==> src/esc_pkg.sv <==
// ----------------------------------------------------------------------------
// esc_pkg
// Shared types and constants for the epoch seconds to calendar converter.
// ----------------------------------------------------------------------------
package esc_pkg;

    localparam int EPOCH_W  = 31;
    localparam int ZONE_W   = 17;
    localparam int TOTAL_W  = 32;
    localparam int DAYS_W   = 15;
    localparam int YEAR_W   = 11;
    localparam int MONTH_W  = 4;
    localparam int DAY_W    = 5;
    localparam int HOUR_W   = 5;
    localparam int MIN_W    = 6;
    localparam int SEC_W    = 6;
    localparam int SOD_W    = 17;   // seconds of day
    localparam int SOH_W    = 12;   // seconds of hour
    localparam int DAY_LOW_W       = 7;    // 86400 = 675 << 7
    localparam int DAY_RECIP_SHIFT = 35;

    localparam logic [ZONE_W-1:0]  ZONE_RESET   = 17'd28800;
    localparam logic [TOTAL_W-1:0] SECS_PER_DAY = 32'd86400;
    localparam logic [25:0]        DAY_RECIP    = 26'd50903317; // 2^35 / 675, rounded up
    localparam logic [15:0]        HOUR_RECIP   = 16'd37283; // 2^27 / 3600, rounded up
    localparam logic [12:0]        MIN_RECIP    = 13'd4370;  // 2^18 / 60, rounded up
    localparam logic [11:0]        SECS_PER_HOUR = 12'd3600;
    localparam logic [6:0]         SECS_PER_MIN  = 7'd60;

    localparam logic [YEAR_W-1:0]  FIRST_YEAR   = 11'd1970;
    localparam logic [1:0]         FIRST_MOD4   = 2'd2;
    localparam logic [6:0]         FIRST_MOD100 = 7'd70;
    localparam logic [8:0]         FIRST_MOD400 = 9'd370;
    localparam logic [6:0]         LAST_MOD100  = 7'd99;
    localparam logic [8:0]         LAST_MOD400  = 9'd399;
    localparam logic [MONTH_W-1:0] JANUARY      = 4'd1;
    localparam logic [MONTH_W-1:0] FEBRUARY     = 4'd2;
    localparam logic [MONTH_W-1:0] DECEMBER     = 4'd12;
    localparam logic [8:0]         DAYS_COMMON  = 9'd365;
    localparam logic [8:0]         DAYS_LEAP    = 9'd366;

    typedef enum logic [3:0] {
        ST_IDLE,
        ST_DAY,
        ST_DAY_REM,
        ST_HOUR,
        ST_REM,
        ST_MIN,
        ST_SEC,
        ST_YEAR,
        ST_MONTH
    } t_state;

    typedef enum logic [3:0] {
        CMD_NONE,
        CMD_LOAD,
        CMD_DAY,
        CMD_DAY_REM,
        CMD_HOUR,
        CMD_REM,
        CMD_MIN,
        CMD_SEC,
        CMD_YEAR,
        CMD_MONTH,
        CMD_PUBLISH
    } t_cmd;

    typedef struct packed {
        logic year_fits;
        logic month_fits;
        logic out_free;
    } t_status;

    function automatic logic [DAY_W-1:0] month_len(input logic [MONTH_W-1:0] month,
                                                   input logic leap);
        logic [DAY_W-1:0] len;
        case (month) inside
            4'd4, 4'd6, 4'd9, 4'd11: len = 5'd30;
            FEBRUARY:                len = leap ? 5'd29 : 5'd28;
            default:                 len = 5'd31;
        endcase
        return len;
    endfunction

endpackage

==> src/epoch_seconds_to_calendar.sv <==
// ----------------------------------------------------------------------------
// epoch_seconds_to_calendar
// Converts seconds since the epoch (UTC) to local Gregorian date and time.
// ----------------------------------------------------------------------------
// Usage:
//   Input channel (i_in_valid / o_in_ready) carries one epoch count per
//   transaction. The zone offset register (signed seconds) is written via
//   i_cfg_wr_en / i_cfg_wr_data; the user must write it only while the block
//   is idle, which the block itself does not enforce. It resets to 28800.
//   Output channel (o_out_valid / i_out_ready) delivers year, month, day,
//   hour, minute and second for each input transaction.
//   After an item is accepted, the sequencer runs two day-split steps, four
//   time-of-day steps, one year step per year past 1970 plus one that finds
//   the year, and one month step per month past January plus one that
//   publishes the result. One item is in flight at a time.
//   The result register holds a finished result while the next item is
//   accepted and worked on; if the receiver stalls, the next result waits in
//   the last step until the register is free.
//   Reset (synchronous, active low) empties the result register, returns
//   the sequencer to idle and restores the zone offset.
// ----------------------------------------------------------------------------
module epoch_seconds_to_calendar (
    input  logic                         i_clk,
    input  logic                         i_rst_n,
    input  logic                         i_cfg_wr_en,
    input  logic [esc_pkg::ZONE_W-1:0]   i_cfg_wr_data,
    input  logic                         i_in_valid,
    output logic                         o_in_ready,
    input  logic [esc_pkg::EPOCH_W-1:0]  i_epoch_seconds,
    output logic                         o_out_valid,
    input  logic                         i_out_ready,
    output logic [esc_pkg::YEAR_W-1:0]   o_year,
    output logic [esc_pkg::MONTH_W-1:0]  o_month,
    output logic [esc_pkg::DAY_W-1:0]    o_day_of_month,
    output logic [esc_pkg::HOUR_W-1:0]   o_hour,
    output logic [esc_pkg::MIN_W-1:0]    o_minute,
    output logic [esc_pkg::SEC_W-1:0]    o_second
);

    logic [esc_pkg::ZONE_W-1:0] r_zone;
    esc_pkg::t_cmd              w_cmd;
    esc_pkg::t_status           w_status;

    always_ff @(posedge i_clk) begin
        if (!i_rst_n) begin
            r_zone <= esc_pkg::ZONE_RESET;
        end else if (i_cfg_wr_en) begin
            r_zone <= i_cfg_wr_data;
        end
    end

    esc_ctrl u_ctrl (
        .i_clk      (i_clk),
        .i_rst_n    (i_rst_n),
        .i_in_valid (i_in_valid),
        .i_status   (w_status),
        .o_in_ready (o_in_ready),
        .o_cmd      (w_cmd)
    );

    esc_datapath u_datapath (
        .i_clk           (i_clk),
        .i_rst_n         (i_rst_n),
        .i_cmd           (w_cmd),
        .i_epoch_seconds (i_epoch_seconds),
        .i_zone          (r_zone),
        .i_out_ready     (i_out_ready),
        .o_status        (w_status),
        .o_out_valid     (o_out_valid),
        .o_year          (o_year),
        .o_month         (o_month),
        .o_day_of_month  (o_day_of_month),
        .o_hour          (o_hour),
        .o_minute        (o_minute),
        .o_second        (o_second)
    );

    // busy once a transaction is taken
    a_busy_after_accept: assert property (@(posedge i_clk) disable iff (!i_rst_n)
        (i_in_valid && o_in_ready) |=> !o_in_ready)
        else $error("input accepted while previous item still in progress");

    a_month_range: assert property (@(posedge i_clk) disable iff (!i_rst_n)
        o_out_valid |-> (o_month >= 4'd1 && o_month <= 4'd12 && o_day_of_month != 5'd0))
        else $error("month or day out of range");

    a_time_range: assert property (@(posedge i_clk) disable iff (!i_rst_n)
        o_out_valid |-> (o_hour <= 5'd23 && o_minute <= 6'd59 && o_second <= 6'd59))
        else $error("time of day out of range");

    a_year_range: assert property (@(posedge i_clk) disable iff (!i_rst_n)
        o_out_valid |-> (o_year >= 11'd1970 && o_year <= 11'd2038))
        else $error("year out of range");

endmodule

==> src/esc_ctrl.sv <==
// ----------------------------------------------------------------------------
// esc_ctrl
// Sequencer for the converter: day split, time of day, year and month walk.
// ----------------------------------------------------------------------------
module esc_ctrl (
    input  logic              i_clk,
    input  logic              i_rst_n,
    input  logic              i_in_valid,
    input  esc_pkg::t_status  i_status,
    output logic              o_in_ready,
    output esc_pkg::t_cmd     o_cmd
);

    esc_pkg::t_state r_state;
    esc_pkg::t_state n_state;

    always_ff @(posedge i_clk) begin
        if (!i_rst_n) begin
            r_state <= esc_pkg::ST_IDLE;
        end else begin
            r_state <= n_state;
        end
    end

    always_comb begin
        n_state = r_state;
        unique case (r_state)
            esc_pkg::ST_IDLE: begin
                if (i_in_valid) n_state = esc_pkg::ST_DAY;
            end
            esc_pkg::ST_DAY:     n_state = esc_pkg::ST_DAY_REM;
            esc_pkg::ST_DAY_REM: n_state = esc_pkg::ST_HOUR;
            esc_pkg::ST_HOUR: n_state = esc_pkg::ST_REM;
            esc_pkg::ST_REM:  n_state = esc_pkg::ST_MIN;
            esc_pkg::ST_MIN:  n_state = esc_pkg::ST_SEC;
            esc_pkg::ST_SEC:  n_state = esc_pkg::ST_YEAR;
            esc_pkg::ST_YEAR: begin
                if (i_status.year_fits) n_state = esc_pkg::ST_MONTH;
            end
            esc_pkg::ST_MONTH: begin
                if (i_status.month_fits && i_status.out_free) n_state = esc_pkg::ST_IDLE;
            end
            default: n_state = esc_pkg::ST_IDLE;
        endcase
    end

    always_comb begin
        o_in_ready = 1'b0;
        o_cmd      = esc_pkg::CMD_NONE;
        unique case (r_state)
            esc_pkg::ST_IDLE: begin
                o_in_ready = 1'b1;
                if (i_in_valid) o_cmd = esc_pkg::CMD_LOAD;
            end
            esc_pkg::ST_DAY:     o_cmd = esc_pkg::CMD_DAY;
            esc_pkg::ST_DAY_REM: o_cmd = esc_pkg::CMD_DAY_REM;
            esc_pkg::ST_HOUR: o_cmd = esc_pkg::CMD_HOUR;
            esc_pkg::ST_REM:  o_cmd = esc_pkg::CMD_REM;
            esc_pkg::ST_MIN:  o_cmd = esc_pkg::CMD_MIN;
            esc_pkg::ST_SEC:  o_cmd = esc_pkg::CMD_SEC;
            esc_pkg::ST_YEAR: begin
                if (!i_status.year_fits) o_cmd = esc_pkg::CMD_YEAR;
            end
            esc_pkg::ST_MONTH: begin
                if (!i_status.month_fits) begin
                    o_cmd = esc_pkg::CMD_MONTH;
                end else if (i_status.out_free) begin
                    o_cmd = esc_pkg::CMD_PUBLISH;
                end
            end
            default: o_cmd = esc_pkg::CMD_NONE;
        endcase
    end

endmodule

==> src/esc_datapath.sv <==
// ----------------------------------------------------------------------------
// esc_datapath
// Registers and arithmetic of the converter, plus the result register.
// ----------------------------------------------------------------------------
module esc_datapath (
    input  logic                          i_clk,
    input  logic                          i_rst_n,
    input  esc_pkg::t_cmd                 i_cmd,
    input  logic [esc_pkg::EPOCH_W-1:0]   i_epoch_seconds,
    input  logic [esc_pkg::ZONE_W-1:0]    i_zone,
    input  logic                          i_out_ready,
    output esc_pkg::t_status              o_status,
    output logic                          o_out_valid,
    output logic [esc_pkg::YEAR_W-1:0]    o_year,
    output logic [esc_pkg::MONTH_W-1:0]   o_month,
    output logic [esc_pkg::DAY_W-1:0]     o_day_of_month,
    output logic [esc_pkg::HOUR_W-1:0]    o_hour,
    output logic [esc_pkg::MIN_W-1:0]     o_minute,
    output logic [esc_pkg::SEC_W-1:0]     o_second
);

    logic [esc_pkg::TOTAL_W-1:0]  r_total;
    logic [esc_pkg::DAYS_W-1:0]   r_days;
    logic [esc_pkg::HOUR_W-1:0]   r_hour;
    logic [esc_pkg::SOH_W-1:0]    r_rem;
    logic [esc_pkg::MIN_W-1:0]    r_minute;
    logic [esc_pkg::SEC_W-1:0]    r_second;
    logic [esc_pkg::YEAR_W-1:0]   r_year;
    logic [1:0]                   r_mod4;
    logic [6:0]                   r_mod100;
    logic [8:0]                   r_mod400;
    logic [esc_pkg::MONTH_W-1:0]  r_month;
    logic                         r_out_valid;
    logic [esc_pkg::YEAR_W-1:0]   r_out_year;
    logic [esc_pkg::MONTH_W-1:0]  r_out_month;
    logic [esc_pkg::DAY_W-1:0]    r_out_day;
    logic [esc_pkg::HOUR_W-1:0]   r_out_hour;
    logic [esc_pkg::MIN_W-1:0]    r_out_minute;
    logic [esc_pkg::SEC_W-1:0]    r_out_second;

    logic [esc_pkg::ZONE_W+15:0]  w_sum;      // 33 bits, signed view
    logic [esc_pkg::TOTAL_W-esc_pkg::DAY_LOW_W-1:0] w_tdiv;
    logic [50:0]                  w_dprod;
    logic [32:0]                  w_hprod;
    logic [24:0]                  w_mprod;
    logic                         w_leap;
    logic [8:0]                   w_ylen;
    logic [esc_pkg::DAY_W-1:0]    w_mlen;

    assign w_sum = {2'b00, i_epoch_seconds} + {{16{i_zone[esc_pkg::ZONE_W-1]}}, i_zone};
    // days = (total >> 7) / 675, exact by reciprocal for a 25-bit dividend
    assign w_tdiv    = r_total[esc_pkg::TOTAL_W-1:esc_pkg::DAY_LOW_W];
    assign w_dprod   = 51'(w_tdiv) * 51'(esc_pkg::DAY_RECIP);
    assign w_hprod   = 33'(r_total[esc_pkg::SOD_W-1:0]) * 33'(esc_pkg::HOUR_RECIP);
    assign w_mprod   = 25'(r_rem) * 25'(esc_pkg::MIN_RECIP);
    assign w_leap    = ((r_mod4 == 2'd0) && (r_mod100 != 7'd0)) || (r_mod400 == 9'd0);
    assign w_ylen    = w_leap ? esc_pkg::DAYS_LEAP : esc_pkg::DAYS_COMMON;
    assign w_mlen    = esc_pkg::month_len(r_month, w_leap);

    assign o_status.year_fits  = (r_days < esc_pkg::DAYS_W'(w_ylen));
    assign o_status.month_fits = (r_days < esc_pkg::DAYS_W'(w_mlen))
                                 || (r_month == esc_pkg::DECEMBER);
    assign o_status.out_free   = !r_out_valid || i_out_ready;

    always_ff @(posedge i_clk) begin
        unique case (i_cmd)
            esc_pkg::CMD_LOAD: begin
                // negative local time clamps to the epoch itself
                r_total  <= w_sum[32] ? '0 : w_sum[31:0];
                r_days   <= '0;
                r_year   <= esc_pkg::FIRST_YEAR;
                r_mod4   <= esc_pkg::FIRST_MOD4;
                r_mod100 <= esc_pkg::FIRST_MOD100;
                r_mod400 <= esc_pkg::FIRST_MOD400;
                r_month  <= esc_pkg::JANUARY;
            end
            esc_pkg::CMD_DAY: begin
                r_days <= w_dprod[esc_pkg::DAY_RECIP_SHIFT +: esc_pkg::DAYS_W];
            end
            esc_pkg::CMD_DAY_REM: begin
                // seconds within the day
                r_total <= r_total - (esc_pkg::TOTAL_W'(r_days) * esc_pkg::SECS_PER_DAY);
            end
            esc_pkg::CMD_HOUR: begin
                r_hour <= w_hprod[31:27];
            end
            esc_pkg::CMD_REM: begin
                r_rem <= esc_pkg::SOH_W'(r_total[esc_pkg::SOD_W-1:0]
                         - (17'(r_hour) * 17'(esc_pkg::SECS_PER_HOUR)));
            end
            esc_pkg::CMD_MIN: begin
                r_minute <= w_mprod[23:18];
            end
            esc_pkg::CMD_SEC: begin
                r_second <= esc_pkg::SEC_W'(r_rem
                            - (12'(r_minute) * 12'(esc_pkg::SECS_PER_MIN)));
            end
            esc_pkg::CMD_YEAR: begin
                r_days   <= r_days - esc_pkg::DAYS_W'(w_ylen);
                r_year   <= r_year + 1'b1;
                r_mod4   <= r_mod4 + 1'b1;
                r_mod100 <= (r_mod100 == esc_pkg::LAST_MOD100) ? 7'd0 : r_mod100 + 1'b1;
                r_mod400 <= (r_mod400 == esc_pkg::LAST_MOD400) ? 9'd0 : r_mod400 + 1'b1;
            end
            esc_pkg::CMD_MONTH: begin
                r_days  <= r_days - esc_pkg::DAYS_W'(w_mlen);
                r_month <= r_month + 1'b1;
            end
            esc_pkg::CMD_PUBLISH: begin
                r_out_year   <= r_year;
                r_out_month  <= r_month;
                r_out_day    <= esc_pkg::DAY_W'(r_days + 1'b1);
                r_out_hour   <= r_hour;
                r_out_minute <= r_minute;
                r_out_second <= r_second;
            end
            default: begin
            end
        endcase
    end

    always_ff @(posedge i_clk) begin
        if (!i_rst_n) begin
            r_out_valid <= 1'b0;
        end else if (i_cmd == esc_pkg::CMD_PUBLISH) begin
            r_out_valid <= 1'b1;
        end else if (i_out_ready) begin
            r_out_valid <= 1'b0;
        end
    end

    assign o_out_valid    = r_out_valid;
    assign o_year         = r_out_year;
    assign o_month        = r_out_month;
    assign o_day_of_month = r_out_day;
    assign o_hour         = r_out_hour;
    assign o_minute       = r_out_minute;
    assign o_second       = r_out_second;

endmodule
==> config.mk <==
export PLATFORM = sky130hd
export DESIGN_NAME = epoch_seconds_to_calendar
export DESIGN_NICKNAME = d
export VERILOG_FILES = /design/src/esc_pkg.sv /design/src/epoch_seconds_to_calendar.sv /design/src/esc_ctrl.sv /design/src/esc_datapath.sv
export SDC_FILE = /design/constraint.sdc
export NUM_CORES = 1
export LEC_CHECK = 0
export BUFFER_PORTS_ARGS = -buffer_cell sky130_fd_sc_hd__buf_2
export CAP_MARGIN = 0
export CORE_AREA = 10 10 215 217
export CTS_CLUSTER_DIAMETER = 60
export DETAILED_ROUTE_END_ITERATION = 7
export DIE_AREA = 0 0 225 227
export GPL_TIMING_DRIVEN = 0
export PLACE_DENSITY = 0.82
export SYNTH_ARGS = -nofsm -noshare
export SYNTH_HDL_FRONTEND = slang
export SYNTH_SLANG_ARGS = --single-unit
==> constraint.sdc <==
create_clock -name i_clk -period 9.02 [get_ports i_clk]
set_input_delay 0.451 -clock i_clk [delete_from_list [all_inputs] [get_ports i_clk]]
set_output_delay 0.451 -clock i_clk [all_outputs]
set_load 0.1 [all_outputs]
==> results.toml, run 1 <==
[setup_path]
crit_chain = "inv_1 -> ha_1 -> inv_1 -> fa_1 -> ha_1 -> inv_1 -> fa_1 -> inv_1 -> fa_1 -> inv_1 -> fa_1 -> inv_1 -> fa_1 -> ha_1 -> nand3_1 -> nor3_1 -> nand4_1 -> o211ai_2 -> a211oi_2 -> o21ai_0 -> a221oi_1 -> xnor2_1 -> o221ai_1"
cp-start-kind = "flip-flop"
reg2reg_slack_ns = 0.99
cp.arrival_ns = 8.20
r2r-start = "u_datapath.r_total[12]$_DFFE_PP_"
cp_max_fo = 17
crit_start = "u_datapath.r_total[12]$_DFFE_PP_"
r2r-end = "u_datapath.r_days[13]$_DFFE_PP_"
cp-end-kind = "flip-flop"
cpPeakStageDelay_ns = 1.02
cp_common_cell = "inv_1"
worst-path-buf-inv = 6
path_class = "reg -> reg"
worst-r2r-cell-count = 23
endpoint = "u_datapath.r_days[13]$_DFFE_PP_"
crit_slowest_cell = "edfxtp_1"
path_delay_family = "adder cells"
crit_required_ns = 9.19
crit_cells = 23

[clocking]
clkLatencyLatePin_ns = 0.46
hold_buffers = 0
cts_setup_buffers = 0
clkTransAtPathRegs_ns = 0.08
cts_tree = "built"
ctsResizeCount = 0
cts_max_path_buffers = 2
cts_root_buf = "clkbuf_16"
cts_sinks = 168
htree_levels = 4
cts_inserted_buffers = 17

[routing]
via_per_inst = 5.908
vias = 19960
wl_per_cell_um = 19.39
wirelength_um = 65510
firstDrtPassIters = 6
drc = 0
drtAntennaViolNets = 0
drtIter0Drc = 1387

[layout]
multiInputGateArea_mm2 = 0.01982
antenna_cells = 0
drive_above_1_share = 0.05178
areaGrowthSynthToFinish_pct = 6.571
nFillCells = 3095
register_area_mm2 = 0.004825
layout.nets = 3803

[logic_synthesis]
synth_seq_cells = 168
netlist_instances = 2716
synth_cell_type_count = 69
synth_edf_count = 146
synth_ff_type = "edfxtp_1"
syn_nets = 3693
synth_area_per_cell_um2 = 9.928
yosysSeqAreaShare = 0.1789
synth_area_mm2 = 0.02696
async_reset_ff_frac = 0
synth_warnings = 0

[floorplan]
num_rows = 75
dieHeight_um = 227
io_pins = 92
start_util = 0.6457
core-area_mm2 = 0.04176
die-area_mm2 = 0.05108
die_width_um = 225

[global_route]
first_global_vias = 20940
grt_overflow = 0
grt_max_degree = 38
grt_pass1_wl_um = 105600
track_usage = 0.2604
antenna_found_initial = 0

[sta]
finalClockSkew_ns = 0.01298
slew-limit-headroom = 0.1678
rsz0062_at_grt = "false"
tightest_slew_ns = 1.239
final-setup-viol-count = 0
min_period_ns = 8.031
slew_violations = 0
hold_viol = 0
finalWorstSetupSlack_ns = 0.9892
final.period_utilization = 0.8903
max_freq_mhz = 124.5
setup-tns-final_ns = 0
hold_ws_ns = 0.2164

[place]
place_ws_ns = 1.055
dp_hpwl_um = 55230
numPortBuffers = 89
place_congestion = 0.9592

[status]
status = "complete, no violations"

[min_path]
holdPathStages = 3
hold_path_class = "in -> reg"

[flow_run]
cap_violations = 0
sequential cells by signal, indices dropped and copies added (netlist names):
| name | count |
|---|---|
| u_datapath.o_out_valid | 1 |
| u_datapath.r_mod400 | 9 |
| u_datapath.r_days | 15 |
| u_datapath.r_month | 4 |
| u_ctrl.r_state | 4 |
| u_datapath.r_mod100 | 7 |
| u_datapath.o_year | 11 |
| u_datapath.r_rem | 12 |
| u_datapath.o_month | 4 |
| u_datapath.o_hour | 5 |
| u_datapath.o_minute | 6 |
| u_datapath.r_hour | 5 |
| u_datapath.r_second | 6 |
| u_datapath.r_mod4 | 2 |
| u_datapath.r_total | 32 |
| u_datapath.r_minute | 6 |
| u_datapath.r_year | 11 |
| r_zone | 17 |
| u_datapath.o_day_of_month | 5 |
| u_datapath.o_second | 6 |
per-layer routing:
| layer | up-vias | track usage | wire [um] |
|---|---|---|---|
| li1 | 9375 | - | - |
| met1 | 9813 | 0.3167 | 26810 |
| met2 | 604 | 0.4589 | 32730 |
| met3 | 165 | 0.03333 | 3164 |
| met4 | 0 | 0.1095 | 2812 |
| met5 | - | 0 | 0 |
how the worst min path moves through the flow:
stage                                           from                          endpoint  slack [ns]
finish                             i_cfg_wr_data[13]           r_zone[13]$_SDFFE_PN1P_        0.22
CTS                                i_cfg_wr_data[14]           r_zone[14]$_SDFFE_PN1P_        0.21
global placement    u_datapath.r_second[5]$_DFFE_PN_  u_datapath.o_second[5]$_DFFE_PP_        0.40
floorplan           u_datapath.r_minute[4]$_DFFE_PN_  u_datapath.o_minute[4]$_DFFE_PP_        0.40
detailed placement  u_datapath.r_second[0]$_DFFE_PN_  u_datapath.o_second[0]$_DFFE_PP_        0.40
global route                       i_cfg_wr_data[13]           r_zone[13]$_SDFFE_PN1P_        0.22
worst min-delay path, cell delays in order:
cell,delay [ns]
buf_2,0.08
mux2i_1,0.05
nand2_1,0.06
layout by cell type (no fill, tap or decap), types with 20 or more instances in the layout:
master    count
o21ai_0      93
ha_1        647
xnor2_1      75
edfxtp_1    146
nor2b_1      30
nor2_1      103
nand3_1      48
clkbuf_1     26
nand2b_1     30
nor3_1       22
fa_1        277
o22ai_1      30
a21o_1       64
buf_2        92
xor2_1       67
nand4_1      20
nand2_1     100
dfxtp_1      22
inv_1       588
a21oi_1     137
cells by family after synthesis:
group                      after synthesis  share of synthesized area
xor gates and xnor gates               142                    0.04613
adders and majority gates              924                     0.5059
buffers and inverters                  619                    0.08631
and+or+nand+nor                        407                    0.07318
DFF                                    168                     0.1789
AOI/OAI and AO/OA                      438                     0.1029
muxes                                   18                   0.006682
synth_stat cells (6+ instances only):
cell type | number | area share
ha_1 | 647 | 0.30
inv_1 | 589 | 0.082
fa_1 | 277 | 0.21
edfxtp_1 | 146 | 0.16
a21oi_1 | 137 | 0.025
nor2_1 | 104 | 0.014
nand2_1 | 100 | 0.014
o21ai_0 | 93 | 0.017
xnor2_1 | 75 | 0.024
xor2_1 | 67 | 0.022
a21o_1 | 64 | 0.018
nand3_1 | 48 | 0.0089
nand2b_1 | 30 | 0.0070
nor2b_1 | 30 | 0.0070
o22ai_1 | 30 | 0.0070
clkbuf_1 | 26 | 0.0036
nor3_1 | 23 | 0.0043
dfxtp_1 | 22 | 0.016
nand4_1 | 20 | 0.0046
mux2i_1 | 18 | 0.0067
and3_1 | 16 | 0.0037
o21a_1 | 12 | 0.0033
a31oi_1 | 10 | 0.0023
o221ai_1 | 9 | 0.0029
o31ai_1 | 8 | 0.0022
a211oi_1 | 7 | 0.0019
and2_1 | 7 | 0.0016
o21bai_1 | 7 | 0.0019
nor4_1 | 6 | 0.0014
o211ai_1 | 6 | 0.0017
cell type report:
cell class	instances	area share
buffer	30	0.004049
clock buffer	17	0.01480
clock inverter	15	0.006270
inverter	589	0.07694
multi-input combinational	1929	0.6897
sequential	168	0.1679
tap	539	0.02347
timing repair buffer	91	0.01685
stage by stage:
step | utilization | area (um^2) | instances
5_1_grt | 0.6881 | 28740 | 3378
6_report | 0.6881 | 28740 | 3378
4_1_cts | 0.6881 | 28740 | 3378
3_5_place_dp | 0.6736 | 28130 | 3346
2_1_floorplan | - | 26960 | 2716
3_3_place_gp | 0.6725 | 28080 | 3344
Power of run 1 is left out: the tool's default activity adds up to more than one toggle a clock period on the data nets, which glitch-free logic cannot reach.
==> run 2: changes to the inputs <==
CELL_PAD_IN_SITES_DETAIL_PLACEMENT = 0   (was unset)
CELL_PAD_IN_SITES_GLOBAL_PLACEMENT = 2   (was unset)
CORE_AREA = 10 10 262 264   (was 10 10 215 217)
DIE_AREA = 0 0 272 274   (was 0 0 225 227)
MAX_ROUTING_LAYER = met4   (was unset)
PLACE_DENSITY = unset   (was 0.82)
PLACE_DENSITY_LB_ADDON = 0.1   (was unset)
==> run 2 against run 1 <==
- core utilization down 23 points
- critical path depth unchanged
- largest cell class unchanged
- highest routed layer unchanged
- fmax down 0.69%
- non-clock buffer count down 1
==> results.toml, run 2 (synthesis gave the netlist of run 1 again) <==
[sta]
final.period_utilization = 0.8965
hold_viol = 0
finalClockSkew_ns = 0.01772
rsz0062_at_grt = "false"
min_period_ns = 8.087
final-setup-viol-count = 0
tightest_slew_ns = 1.337
max_freq_mhz = 123.7
slew-limit-headroom = 0.1085
slew_violations = 0
setup-tns-final_ns = 0

[setup_path]
cp_common_cell = "inv_1"
path_class = "reg -> reg"
cp-end-kind = "flip-flop"
worst-path-buf-inv = 6
crit_chain = "inv_1 -> ha_1 -> inv_1 -> fa_1 -> ha_1 -> inv_1 -> fa_1 -> inv_1 -> fa_1 -> inv_1 -> fa_1 -> inv_1 -> fa_1 -> ha_1 -> nand3_1 -> nor3_1 -> nand4_1 -> o211ai_2 -> a211oi_2 -> o21ai_0 -> a221oi_1 -> xnor2_1 -> o221ai_1"
path_delay_family = "adder cells"
crit_required_ns = 9.21
cpPeakStageDelay_ns = 1.16
crit_slowest_cell = "edfxtp_1"
cp_max_fo = 17
cp.arrival_ns = 8.28
cp-start-kind = "flip-flop"

[clocking]
clkTransAtPathRegs_ns = 0.08
cts_root_buf = "clkbuf_16"
ctsResizeCount = 0
cts_inserted_buffers = 17
hold_buffers = 0
cts_max_path_buffers = 2
cts_tree = "built"
cts_setup_buffers = 0
cts_sinks = 168
htree_levels = 4
clkLatencyLatePin_ns = 0.46

[place]
place_congestion = 0.8781
placed_cell_area_mm2 = 0.02850
dp_hpwl_um = 58910
place_inst = 3661
numPortBuffers = 89

[layout]
largest_register_ffs = 32
final_cell_mix = "ha_1 (647), inv_1 (588), fa_1 (277)"
layout.nets = 3802
areaGrowthSynthToFinish_pct = 8.000
top_register = "u_datapath.r_total"
reg_top3 = "u_datapath.r_total x32, r_zone x17, u_datapath.r_days x15"
drive_above_1_share = 0.05180
stdcell_count = 3694
final_common_cell = "ha_1"
final_cell_area_mm2 = 0.02912

[flow_run]
cap_violations = 0

[floorplan]
die-area_mm2 = 0.07453
start_util = 0.4236
io_pins = 92
die_width_um = 272
core-area_mm2 = 0.06365
dieHeight_um = 274
num_rows = 93

[routing]
via_per_inst = 5.112
drtAntennaViolNets = 0
vias = 18880
wirelength_um = 69790
drtIter0Drc = 914
drc = 0
wl_per_cell_um = 18.89
firstDrtPassIters = 5

[global_route]
antenna_found_initial = 1
first_global_vias = 19510
grt_max_degree = 38
track_usage = 0.1952
grt_overflow = 0
grt_pass1_wl_um = 109800

[status]
status = "complete, no violations"

[min_path]
hold_path_class = "in -> reg"
-- run 2: area by class of cell --
cell class                      instances  area [um^2]
Buffer                                 30        116.4
Fill cell                            6198        34530
Tap cell                              855         1070
Clock inverter                         15        190.2
Timing Repair Buffer                   90        456.7
Clock buffer                           17        425.4
Sequential cell                       168         4825
Multi-Input combinational cell       1929        19820
Inverter                              589         2211
Antenna cell                            1        2.502
-- run 2: routing by layer --
metal	global-route usage	routed length [um]
met1	0.2527	32410
met3	0.02099	2040
met5	-	0
met2	0.3286	34280
met4	0.03757	1058
-- run 2: stage by stage --
stage / util / hold WS [ns] / worst slack, ns
after floorplan: - / 0.4003 / 2.594
after global placement: 0.4474 / 0.4029 / 0.8259
after detailed placement: 0.4478 / 0.4074 / 0.7834
after CTS: 0.4575 / 0.1890 / 0.7535
after global routing: 0.4575 / 0.2228 / 0.5084
final: 0.4575 / 0.2115 / 0.9334
-- run 2: worst paths after layout --
kind | from | cells after the start | slack, ns | endpoint
worst max-delay path | u_datapath.r_total[12]$_DFFE_PP_ | 23 | 0.93 | u_datapath.r_days[13]$_DFFE_PP_
worst min-delay path | i_cfg_wr_data[7] | 3 | 0.21 | r_zone[7]$_SDFFE_PN1P_
worst max register to register | u_datapath.r_total[12]$_DFFE_PP_ | 23 | 0.93 | u_datapath.r_days[13]$_DFFE_PP_
worst min register to register | u_datapath.r_minute[5]$_DFFE_PN_ | 0 | 0.43 | u_datapath.o_minute[5]$_DFFE_PP_
-- run 2: tightest hold or removal path: stages --
cell,delay (ns)
buf_2,0.07
mux2i_1,0.06
nand2_1,0.06
Power of run 2 is left out for the same reason.
==> run 3: changes to the inputs <==
ABC_CLOCK_PERIOD_IN_PS = 9020   (was unset)
RECOVER_POWER = 50   (was unset)
==> run 3 against run 2 <==
- global-route usage unchanged
- worst hold slack improved by 0.00063 ns
- die area is the same
- critical path type unchanged
- count of clock-buffer cells in the layout did not move
- flip-flop and latch count stayed put
- highest routed layer unchanged
- core utilization decreased by 0.092 points
- cell area shrank 0.20%
- critical endpoint unchanged
- first-iteration DRC count increased by 4.0%
- routed wire length about the same
==> results.toml, run 3 (synthesis gave the netlist of run 1 again) <==
[status]
status = "complete, no violations"

[global_route]
antenna_found_initial = 1
track_usage = 0.1952
first_global_vias = 19510
met1_usage = 0.2527
grt_pass1_wl_um = 109800
grt_overflow = 0
grt_max_degree = 38
use_met3 = 0.02099
grtUsageMet2 = 0.3286
busiest_layer = "met2"

[layout]
multiInputGateArea_mm2 = 0.01982
largest_register_ffs = 32
drive_above_1_share = 0.03735
reg_top3 = "u_datapath.r_total x32, r_zone x17, u_datapath.r_days x15"
top_register = "u_datapath.r_total"
final_cell_mix = "ha_1 (647), inv_1 (588), fa_1 (277)"
layout.nets = 3802
register_area_mm2 = 0.004825
final_cell_area_mm2 = 0.02906
fin_util = 0.4566
final_common_cell = "ha_1"
areaGrowthSynthToFinish_pct = 7.782
nFillCells = 6211

[place]
placed_cell_area_mm2 = 0.02850
numPortBuffers = 89
place_congestion = 0.8781
dp_hpwl_um = 58910
place_ws_ns = 0.7834

[sta]
final.period_utilization = 0.8964
slew_violations = 0
finalClockSkew_ns = 0.01774
tightest_slew_ns = 1.348
slew-limit-headroom = 0.1010
finalWorstSetupSlack_ns = 0.9346
min_period_ns = 8.085
hold_viol = 0
rsz0062_at_grt = "false"
max_freq_mhz = 123.7
setup-tns-final_ns = 0
final-setup-viol-count = 0

[routing]
drtAntennaViolNets = 0
firstDrtPassIters = 5
drc = 0
wirelength_um = 69830
wl_per_cell_um = 18.90
via_per_inst = 5.119
drtIter0Drc = 951
vias = 18910

[clocking]
cts_sinks = 168
cts_root_buf = "clkbuf_16"
htree_levels = 4
ctsResizeCount = 0
cts_max_path_buffers = 2
cts_tree = "built"
cts_setup_buffers = 0
clkLatencyLatePin_ns = 0.46
clkTransAtPathRegs_ns = 0.08
hold_buffers = 0
cts_inserted_buffers = 17

[min_path]
hold_path_class = "in -> reg"
hold_start = "i_cfg_wr_data[7]"

[setup_path]
cp.arrival_ns = 8.28
crit_start = "u_datapath.r_total[12]$_DFFE_PP_"
cp-end-kind = "flip-flop"
cp-start-kind = "flip-flop"
cp_max_fo = 17
path_class = "reg -> reg"
r2r-start = "u_datapath.r_total[12]$_DFFE_PP_"
crit_required_ns = 9.21

[floorplan]
num_rows = 93
io_pins = 92
start_util = 0.4236
dieHeight_um = 274
die-area_mm2 = 0.07453
die_width_um = 272
core-area_mm2 = 0.06365

[flow_run]
cap_violations = 0
run 3: cell count changes in the layout (fill, tap and decap cells not counted):
cell,before,now
nor3_1,22,23
buf_1,1,0
o21ai_0,93,94
nor3_2,1,0
o21ai_1,1,0
diode_2,1,2
buf_6,1,0
buf_2,92,53
and2_0,0,3
clkbuf_1,26,67
and2_1,7,4
run 3: cell type report:
type | instances | share of cell area
antenna | 2 | 0.0001722
sequential | 168 | 0.1660
multi-input combinational | 1929 | 0.6820
clock buffer | 17 | 0.01464
clock inverter | 15 | 0.006544
tap | 855 | 0.03681
inverter | 589 | 0.07608
buffer | 30 | 0.004004
timing repair buffer | 90 | 0.01378
run 3: per-stage QoR:
| stage | hold WS (ns) | std cells |
|---|---|---|
| 4_1_cts | 0.1890 | 3693 |
| 3_3_place_gp | 0.4029 | 3660 |
| 6_report | 0.2122 | 3695 |
| 3_5_place_dp | 0.4074 | 3661 |
| 5_1_grt | 0.2228 | 3694 |
| 2_1_floorplan | 0.4003 | 2716 |
run 3: worst paths after layout:
kind                                            to  slack [ns]  cells past startpoint
hold reg to reg   u_datapath.o_minute[5]$_DFFE_PP_        0.43                      0
hold / removal              r_zone[7]$_SDFFE_PN1P_        0.21                      3
setup / recovery   u_datapath.r_days[13]$_DFFE_PP_        0.93                     23
setup reg to reg   u_datapath.r_days[13]$_DFFE_PP_        0.93                     23
run 3: layer usage:
layer	share of wire	wire, um
met1	0.46	32320
met2	0.49	34380
met3	0.030	2090
met4	0.015	1041
met5	0	0
run 3: critical path, stage by stage (launching register included):
cell and delay (ns):
edfxtp_1 1.17, inv_1 0.33, ha_1 0.46, inv_1 0.10
fa_1 0.46, ha_1 0.28, inv_1 0.05, fa_1 0.50
inv_1 0.05, fa_1 0.47, inv_1 0.06, fa_1 0.54
inv_1 0.06, fa_1 0.49, ha_1 0.33, nand3_1 0.08
nor3_1 0.31, nand4_1 0.15, o211ai_2 0.30, a211oi_2 0.18
o21ai_0 0.51, a221oi_1 0.23, xnor2_1 0.52, o221ai_1 0.18
Power of run 3 is left out for the same reason.
